--- config.mk ---
export PLATFORM = sky130hd
export DESIGN_NAME = rsit_ctrl
export DESIGN_NICKNAME = d
export VERILOG_FILES = /design/src/hdl/rsit_pkg.sv /design/src/hdl/rsit_ctrl.sv
export SDC_FILE = /design/constraint.sdc
export NUM_CORES = 1
export LEC_CHECK = 0
export BUFFER_PORTS_ARGS = -buffer_cell sky130_fd_sc_hd__buf_4
export CORE_AREA = 2 2 214 216
export CTS_CLUSTER_SIZE = 20
export DETAILED_ROUTE_END_ITERATION = 10
export DIE_AREA = 0 0 216 218
export RECOVER_POWER = 25
export REMOVE_ABC_BUFFERS = 1
export SYNTH_ARGS = -nofsm -noshare
export SYNTH_HDL_FRONTEND = slang
export SYNTH_SLANG_ARGS = --single-unit
export TNS_END_PERCENT = 100
--- constraint.sdc ---
create_clock -name clk -period 21.4 [get_ports clk]
set_clock_uncertainty 0.05 [all_clocks]
set_input_delay 3.21 -clock clk [delete_from_list [all_inputs] [get_ports clk]]
set_output_delay 3.21 -clock clk [all_outputs]
set_load 0.02 [all_outputs]
--- src/hdl/rsit_pkg.sv ---
package rsit_pkg;

  typedef struct packed {
    logic [1:0]  mode;
    logic [63:0] id_high;
    logic [63:0] id_low;
    logic signed [63:0] stamp;
  } in_item_t;

  typedef struct packed {
    logic       found;
    logic [1:0] status;
    logic       evicted;
    logic [5:0] occupancy;
  } out_item_t;

  localparam logic [1:0] MODE_QUERY  = 2'd0;
  localparam logic [1:0] MODE_UPDATE = 2'd1;
  localparam logic [1:0] MODE_REMOVE = 2'd2;

  localparam logic [1:0] ST_DONE = 2'd0;
  localparam logic [1:0] ST_ZERO = 2'd1;
  localparam logic [1:0] ST_OWN  = 2'd2;
  localparam logic [1:0] ST_FULL = 2'd3;

  localparam logic CFG_OWN_HIGH = 1'b0;
  localparam logic CFG_OWN_LOW  = 1'b1;

  // datapath memory operations
  localparam logic [1:0] OP_NONE  = 2'd0;
  localparam logic [1:0] OP_READ  = 2'd1;
  localparam logic [1:0] OP_WRITE = 2'd2;

  // write data source
  localparam logic WSRC_HOLD = 1'b0;
  localparam logic WSRC_ITEM = 1'b1;

  typedef struct packed {
    logic [1:0] op;
    logic       wsrc;
  } dp_cmd_t;

  typedef struct packed {
    logic id_match;
    logic older;
  } dp_stat_t;

endpackage

--- src/hdl/rsit_ctrl.sv ---
module rsit_ctrl #(
  parameter int TABLE_DEPTH = 32,
  parameter int AW = 5,
  parameter int CW = 6
) (
  input  logic                clk,
  input  logic                rst,
  input  logic                in_valid,
  output logic                in_stall,
  input  rsit_pkg::in_item_t  in_data,
  output logic                out_valid,
  input  logic                out_stall,
  output rsit_pkg::out_item_t out_data,
  input  logic [63:0]         own_high,
  input  logic [63:0]         own_low,
  output rsit_pkg::dp_cmd_t   cmd,
  output logic [AW-1:0]       addr,
  output rsit_pkg::in_item_t  item,
  input  rsit_pkg::dp_stat_t  stat,
  output logic                busy
);
  import rsit_pkg::*;

  localparam logic [3:0] S_IDLE   = 4'd0;
  localparam logic [3:0] S_FRD    = 4'd1; // read entry for find
  localparam logic [3:0] S_FCHK   = 4'd2;
  localparam logic [3:0] S_DRD    = 4'd3; // delete: read i+1
  localparam logic [3:0] S_DWR    = 4'd4; // delete: write i
  localparam logic [3:0] S_PRD    = 4'd5; // position scan read
  localparam logic [3:0] S_PCHK   = 4'd6;
  localparam logic [3:0] S_IRD    = 4'd7; // insert: read i-1
  localparam logic [3:0] S_IWR    = 4'd8; // insert: write i
  localparam logic [3:0] S_IPUT   = 4'd9;
  localparam logic [3:0] S_OUT    = 4'd10;

  logic [3:0]    state;
  logic [CW-1:0] count;
  logic [CW-1:0] idx;
  logic [CW-1:0] lim;
  logic          found;
  logic [1:0]    status;
  logic          evicted;
  in_item_t      cur;
  logic          zero_id, own_id, full;
  logic          post;

  assign item    = cur;
  assign zero_id = (cur.id_high == '0) && (cur.id_low == '0);
  assign own_id  = (cur.id_high == own_high) && (cur.id_low == own_low);
  assign full    = (count == CW'(TABLE_DEPTH));
  assign in_stall = (state != S_IDLE);
  assign busy     = (state != S_IDLE);
  assign post     = (state == S_OUT) && (!out_valid || !out_stall);

  always_ff @(posedge clk) begin
    if (rst) begin
      state <= S_IDLE;
      count <= '0;
      out_valid <= 1'b0;
    end else begin
      case (state)
        S_IDLE: begin
          if (in_valid) begin
            cur <= in_data;
            found <= 1'b0;
            status <= ST_DONE;
            evicted <= 1'b0;
            idx <= '0;
            state <= S_FRD;
          end
        end
        S_FRD: begin
          if (idx >= count) begin
            // not present
            if (cur.mode == MODE_UPDATE) begin
              if (zero_id) begin
                status <= ST_ZERO;
                state <= S_OUT;
              end else if (own_id) begin
                status <= ST_OWN;
                state <= S_OUT;
              end else begin
                idx <= '0;
                state <= S_PRD;
              end
            end else begin
              state <= S_OUT;
            end
          end else begin
            state <= S_FCHK;
          end
        end
        S_FCHK: begin
          if (stat.id_match) begin
            found <= 1'b1;
            if (cur.mode == MODE_UPDATE) begin
              if (zero_id) begin
                status <= ST_ZERO;
                state <= S_OUT;
              end else if (own_id) begin
                status <= ST_OWN;
                state <= S_OUT;
              end else begin
                state <= S_DRD;
              end
            end else if (cur.mode == MODE_REMOVE) begin
              state <= S_DRD;
            end else begin
              state <= S_OUT;
            end
          end else begin
            idx <= idx + 1'b1;
            state <= S_FRD;
          end
        end
        S_DRD: begin
          if (idx + 1'b1 >= count) begin
            count <= count - 1'b1;
            if (cur.mode == MODE_UPDATE) begin
              idx <= '0;
              state <= S_PRD;
            end else begin
              state <= S_OUT;
            end
          end else begin
            state <= S_DWR;
          end
        end
        S_DWR: begin
          idx <= idx + 1'b1;
          state <= S_DRD;
        end
        S_PRD: begin
          if (idx >= count) begin
            if (full) begin
              status <= ST_FULL;
              state <= S_OUT;
            end else begin
              lim <= idx;
              idx <= count;
              state <= S_IRD;
            end
          end else begin
            state <= S_PCHK;
          end
        end
        S_PCHK: begin
          if (stat.older) begin
            lim <= idx;
            if (full) begin
              evicted <= 1'b1;
              idx <= count - 1'b1;
              count <= count - 1'b1;
            end else begin
              idx <= count;
            end
            state <= S_IRD;
          end else begin
            idx <= idx + 1'b1;
            state <= S_PRD;
          end
        end
        S_IRD: begin
          if (idx == lim) begin
            state <= S_IPUT;
          end else begin
            state <= S_IWR;
          end
        end
        S_IWR: begin
          idx <= idx - 1'b1;
          state <= S_IRD;
        end
        S_IPUT: begin
          count <= count + 1'b1;
          state <= S_OUT;
        end
        S_OUT: begin
          if (post) begin
            out_valid <= 1'b1;
            state <= S_IDLE;
          end
        end
        default: state <= S_IDLE;
      endcase
      if (out_valid && !out_stall && state != S_OUT) begin
        out_valid <= 1'b0;
      end
    end
  end

  // S_OUT waits for the previous result to be taken before posting
  always_ff @(posedge clk) begin
    if (post) begin
      out_data.found <= found;
      out_data.status <= status;
      out_data.evicted <= evicted;
      out_data.occupancy <= 6'(count);
    end
  end

  always_comb begin
    cmd.op = OP_NONE;
    cmd.wsrc = WSRC_HOLD;
    addr = idx[AW-1:0];
    case (state)
      S_FRD:  if (idx < count) cmd.op = OP_READ;
      S_DRD:  begin
        addr = AW'(idx + 1'b1);
        if (idx + 1'b1 < count) cmd.op = OP_READ;
      end
      S_DWR:  cmd.op = OP_WRITE;
      S_PRD:  if (idx < count) cmd.op = OP_READ;
      S_IRD:  begin
        addr = AW'(idx - 1'b1);
        if (idx != lim) cmd.op = OP_READ;
      end
      S_IWR:  cmd.op = OP_WRITE;
      S_IPUT: begin
        cmd.op = OP_WRITE;
        cmd.wsrc = WSRC_ITEM;
      end
      default: cmd.op = OP_NONE;
    endcase
  end

  a_count_range: assert property (@(posedge clk) disable iff (rst)
    count <= CW'(TABLE_DEPTH)) else $error("count beyond depth");
  a_evict_full: assert property (@(posedge clk) disable iff (rst)
    (state == S_OUT && evicted) |-> (status == ST_DONE && cur.mode == MODE_UPDATE))
    else $error("eviction outside update");
  a_idle_after_out: assert property (@(posedge clk) disable iff (rst)
    post |=> (state == S_IDLE && out_valid)) else $error("result not posted");
endmodule

==> metrics.txt, run 1 <==
status completed; Vias/cell around 4.5; CP arrival ~3200 ps; CTS tree yes; Cell Pwr Density approximately 110 mW/mm^2; initial antenna violation count 5; post-synthesis mux area share 0.195%; Routed Antenna Nets 0; leading post-synthesis cells by cell area edfxtp_1 64%, xnor2_1 12%, nand4_1 2.9%, nor4_1 2.6%, dfxtp_1 2.1%; starting density of the core 22.8%; min Tclk post-route approximately 6500 ps; RSZ-0062 raised after global routing false; chip height approximately 220 um; CTS Buffer Depth 3; Mapped Avg Cell Area between 10 and 15 sq um; Final Util a little over a third; hold_buf cts 0; Ports ~540; nets@finish between 1500 and 2000; Place WS 15100 ps; Rel. slew slack about 40%; post-synth top area cell edfxtp_1; area occupied by registers 0.00683 sq mm; setup violators final 0; GRT Total Usage 20.1%; Max Clk Rate about 0.15 GHz; Slew Viols, Final 0; clock root buffer master clkbuf_16; CTS Buf Count 28; drt first pass iters 5; Layout fillers around 4400; input/output buffers roughly 540; die width ~220 um; Worst Path Required between 15000 and 20000 ps; endpoint type of the worst setup path output port; CP Class reg -> out; final setup margin approximately 15000 ps; multi-input logic area ~0.0033 sq mm; first-pass GRT wire length 66.5 mm; Crit path max-delay family compound AO/OA/AOI/OAI gates; Core Region 0.0449 sq mm; Synth Register Bits ~230; synthesized area 0.0102 sq mm; post-synth cell types 68; minimum hold slack between 300 and 400 ps; period utilization between 30% and 40%; WL/cell 25.8 um; Slowest cell on crit path edfxtp_1; prevailing post-synth register cell edfxtp_1; pin count of the biggest net entering global routing 141; post-synth top area share 64.5%; setup bufs post-CTS 0; CP startpoint kind flop; Detailed Place HPWL roughly 41 mm; Routed WL 49.3 mm; RePlAce Congestion approximately 0.96; fin area 0.0160 sq mm; Post-synth EDFFs 220; Leak about 6 nW; post-cts sizing count 0; Final Hold Vio Count 0; share of cells above drive strength 1 a little under half; Detailed Route Iter0 Violations 666; # H-tree levels 1; routed via count 8635; Compound-Gate Fraction of Synth Area 5.95%; setup_tns 0 ps; worst path bufs/invs 2; area delta synth->final 56.2%; CP cell instances inv_1 -> nor2_1 -> nand2_1 -> xnor2_1 -> ha_1 -> a21o_1 -> a21o_1 -> a211oi_1 -> o21ai_0 -> o21ai_0 -> buf_4; simple logic cell fraction of the synthesized area about 11%; Least-Margin Pin Slew about 900 ps; Mapped Cells roughly 730; Async SR Flop Fraction 0%; row count a little under 80; DIE AREA between 0.04 and 0.05 sq mm; adder-cell share of the synthesized area 1.95%; Critical Path Max Stage Delay 550 ps; vias in the first global route 8804; Max VDD drop roughly 0.000066 V; GRT overflow 0; yosys warns 0; largest fanout on the critical path 10; Sinks on Clock Net 231; Post-Synth XOR/XNOR Area about 13%; Post-route DRC 0; Reg clk slew, reported paths approximately 60 ps; placed inst area 0.0150 sq mm; MaxCap Viol Count 0; Seq/Total Area, Yosys between 60% and 70%; Worst-Skew Late Latency roughly 560 ps; Hold Crit Class reg -> reg; main combinational cell family by area after synthesis XOR/XNOR gates
==> report_power, final <==
part | switching [mW] | leakage (nW) | internal (mW)
clock network | 0.200 | 0.463 | 0.296
registers | 0.108 | 2.12 | 0.598
logic | 0.321 | 3.58 | 0.233
total | 0.629 | 6.16 | 1.13
==> registers in the layout, indices dropped and copies added, names as in the netlist <==
name	count
idx	6
state	4
out_valid	1
status	2
found	1
count	6
item	194
lim	6
evicted	1
out_data	10
==> cells in the final DEF, fill, tap and decap left out, types with 12 or more instances in the layout <==
cell type,instances
nand4_1,47
o21ai_0,20
xnor2_1,138
edfxtp_1,220
inv_1,12
ha_1,16
buf_4,395
nor2_1,31
clkbuf_16,29
nand2_1,31
a21oi_1,23
clkbuf_4,148
nor4_1,43
==> kinds of logic (layout without fill, tap and decap cells) <==
| logic type | after synthesis | after routing |
|---|---|---|
| AOI/OAI and AO/OA | 90 | 90 |
| xor gates and xnor gates | 147 | 147 |
| adders and majority gates | 16 | 16 |
| buffers and inverters | 31 | 612 |
| DFF | 231 | 231 |
| muxes | 2 | 2 |
| other | 0 | 3 |
| and+or+nand+nor | 208 | 208 |
==> worst reg2reg max path, cell delays in order, from the launching register on <==
cell      delay [ps]
edfxtp_1         530
nor4_1           770
nand4_1          330
nor4_1           540
nand2_1          240
o21ai_0          240
a21boi_1         130
nor4b_1          460
==> cells in the mapped netlist (4+ instances only) <==
cell and instances:
a31oi_1 5, inv_1 11, nand4_1 47, a211oi_1 4
nand3_1 9, xor2_1 9, nor2_1 32, nand2_1 31
a21oi_1 23, inv_2 4, nand2b_1 8, clkbuf_1 9
xnor2_1 138, nor4_1 43, o21ai_0 20, nor3_1 11
ha_1 16, dfxtp_1 11, edfxtp_1 220
==> cell type report <==
cell class                 instances  share of cell area, %
antenna                            3                 0.0469
clock buffer                      30                   4.56
clock inverter                    22                   1.48
inverter                          16                  0.391
multi-input combinational        463                   20.6
sequential                       231                   42.7
tap                              600                   4.69
timing repair buffer             544                   25.6
==> routing by layer <==
layer / global-route usage, % / up-vias / wire [um]
li1: - / 3917 / -
met1: 23.2 / 4186 / 18200
met2: 35.9 / 453 / 25200
met3: 5.05 / 75 / 3910
met4: 7.83 / 4 / 1890
met5: 0 / - / 31
==> per-stage QoR <==
step | total power [mW] | std cells
final | 1.76 | 1909
after global routing | 1.84 | 1909
after CTS | 1.78 | 1906
after detailed placement | 1.27 | 1854
after global placement | 1.27 | 1854
after floorplan | 0.999 | 710
==> path summary, 6_finish.rpt <==
path / start / end / slack (ps) / depth (start not counted)
hold / removal: found / out_data[9] / 370 / 0
setup reg to reg: item[130] / status[0] / 17750 / 7
setup / recovery: idx[0] / cmd[1] / 14950 / 11
hold reg to reg: found / out_data[9] / 370 / 0
Note: power is estimated with default switching activity, not from simulation.
==> run 2: changes to the inputs <==
Clock period 21.4 ns to 5.85 ns, I/O delays scaled along.
==> metrics.txt, run 2 (synthesis results as in run 1) <==
status completed; Max VDD drop between 0.0002 and 0.0003 V; Cell Pwr Density around 400 mW/mm^2; routed via count between 8000 and 9000; Final Hold Vio Count 0; Place WS 1900 ps; Post-route DRC 0; MaxCap Viol Count 0; period utilization about 70%; first-pass GRT wire length 66.3 mm; Crit path max-delay family compound AO/OA/AOI/OAI gates; Vias/cell about 4.5; Worst-Skew Late Latency ~560 ps; Layout fillers ~4500; setup bufs post-CTS 0; WL/cell roughly 26 um; final std cells w/o fill about 1900; RR Startpoint item[119]; Final Util a little over a third; CP Class reg -> out; minimum hold slack 383 ps; reg-to-reg slack, setup 2450 ps; Slowest cell on crit path edfxtp_1; max FFs per register 194; CTS tree yes; area occupied by registers approximately 0.007 sq mm; CP cell instances inv_1 -> nor2_1 -> nand2_1 -> xnor2_1 -> ha_1 -> a21o_1 -> a21o_1 -> a211oi_1 -> o21ai_0 -> o21ai_0 -> buf_4; post-cts sizing count 0; setup_tns 0 ps; RSZ-0062 raised after global routing false; Slew Viols, Final 0; Detailed Route Iter0 Violations approximately 600; # H-tree levels 1; Ports ~540; hold path cells 0; Power, Total ~6.4 mW; most common cell after layout, fill and taps aside buf_4; vias in the first global route a little under 9000; CP arrival ~3200 ps; chip height between 200 and 250 um; CTS Buf Count 27; CP startpoint kind flop; area delta synth->final 55.5%; Hold Crit Endpoint out_data[6]; die width 216 um; GRT overflow 0; initial antenna violation count 4; drt first pass iters 5; Hold Crit Class reg -> reg; row count 78; Worst Path Required about 4900 ps; Least-Margin Pin Slew roughly 940 ps; share of cells above drive strength 1 approximately 46%; clock root buffer master clkbuf_16; Critical Path Max Stage Delay 560 ps; Rel. slew slack between 30% and 40%; setup violators final 0; hold path start evicted; largest fanout on the critical path 10; Max Clk Rate about 0.24 GHz; Core Region between 0.04 and 0.05 sq mm; Routed WL between 40 and 50 mm; DIE AREA around 0.047 sq mm; Cells after DPL between 1500 and 2000; Leak just over 6 nW; Detailed Place HPWL a little over 40 mm; min Tclk post-route between 4000 and 5000 ps; Worst R2R Path Depth 7; Sinks on Clock Net 231; placed inst area ~0.015 sq mm; GRT Total Usage between 20% and 30%; commonest cells after routing, fill and taps aside 379 x buf_4, 220 x edfxtp_1, 164 x clkbuf_4; input/output buffers roughly 540; RePlAce Congestion roughly 0.94; Reg clk slew, reported paths 60 ps; final setup margin approximately 1700 ps; CTS Buffer Depth 3; multi-input logic area approximately 0.0033 sq mm; fin area about 0.016 sq mm; endpoint type of the worst setup path output port; hold_buf cts 0; starting density of the core between 20% and 30%; Routed Antenna Nets 0; pin count of the biggest net entering global routing 153; worst path bufs/invs 2; nets@finish around 1600; worst flop-to-flop path endpoint status[0]
-- run 2: cell count changes in the layout (fill, tap and decap cells not counted), sizes merged --
cell and delta:
clkbuf +19, clkinvlp -3, diode +1, buf -16, clkinv -2
-- run 2: cell type report --
type / count / share of cell area (%)
Antenna cell: 4 / 0.0628
Clock inverter: 17 / 1.26
Tap cell: 600 / 4.71
Multi-Input combinational cell: 463 / 20.7
Timing Repair Buffer: 544 / 25.7
Inverter: 16 / 0.393
Sequential cell: 231 / 42.8
Clock buffer: 33 / 4.38
-- run 2: worst register-to-register path, cell delays in order, from the launching register on --
cell and delay [ps]:
edfxtp_1 600, xnor2_1 270, nand4_1 120, nor4_1 730, nand4_1 270, o21ai_0 390, a21boi_1 140, nor4b_1 490
-- run 2: power by group --
group | switching [mW] | total, mW | leakage (nW) | internal (mW)
combinational | 1.19 | 2.04 | 3.58 | 0.856
sequential | 0.398 | 2.59 | 2.12 | 2.19
clock | 0.713 | 1.74 | 0.432 | 1.03
-- run 2: how the worst max path moves through the flow --
stage / from / depth (start not counted) / to
after floorplan: in_valid / 2 / item[0]
after global placement: own_low[43] / 8 / status[0]
after detailed placement: own_low[43] / 8 / status[1]
after CTS: idx[0] / 11 / cmd[1]
after global routing: idx[0] / 11 / cmd[1]
final: idx[0] / 11 / cmd[1]
-- run 2: metal layers --
| metal | part of all wire, % | track usage (%) | vias to the layer above |
|---|---|---|---|
| met1 | 38 | 24.0 | 4175 |
| met4 | 3.4 | 7.40 | 2 |
| met3 | 7.3 | 4.56 | 72 |
| met5 | 0.030 | 0 | - |
| li1 | - | - | 3913 |
| met2 | 51 | 35.5 | 440 |
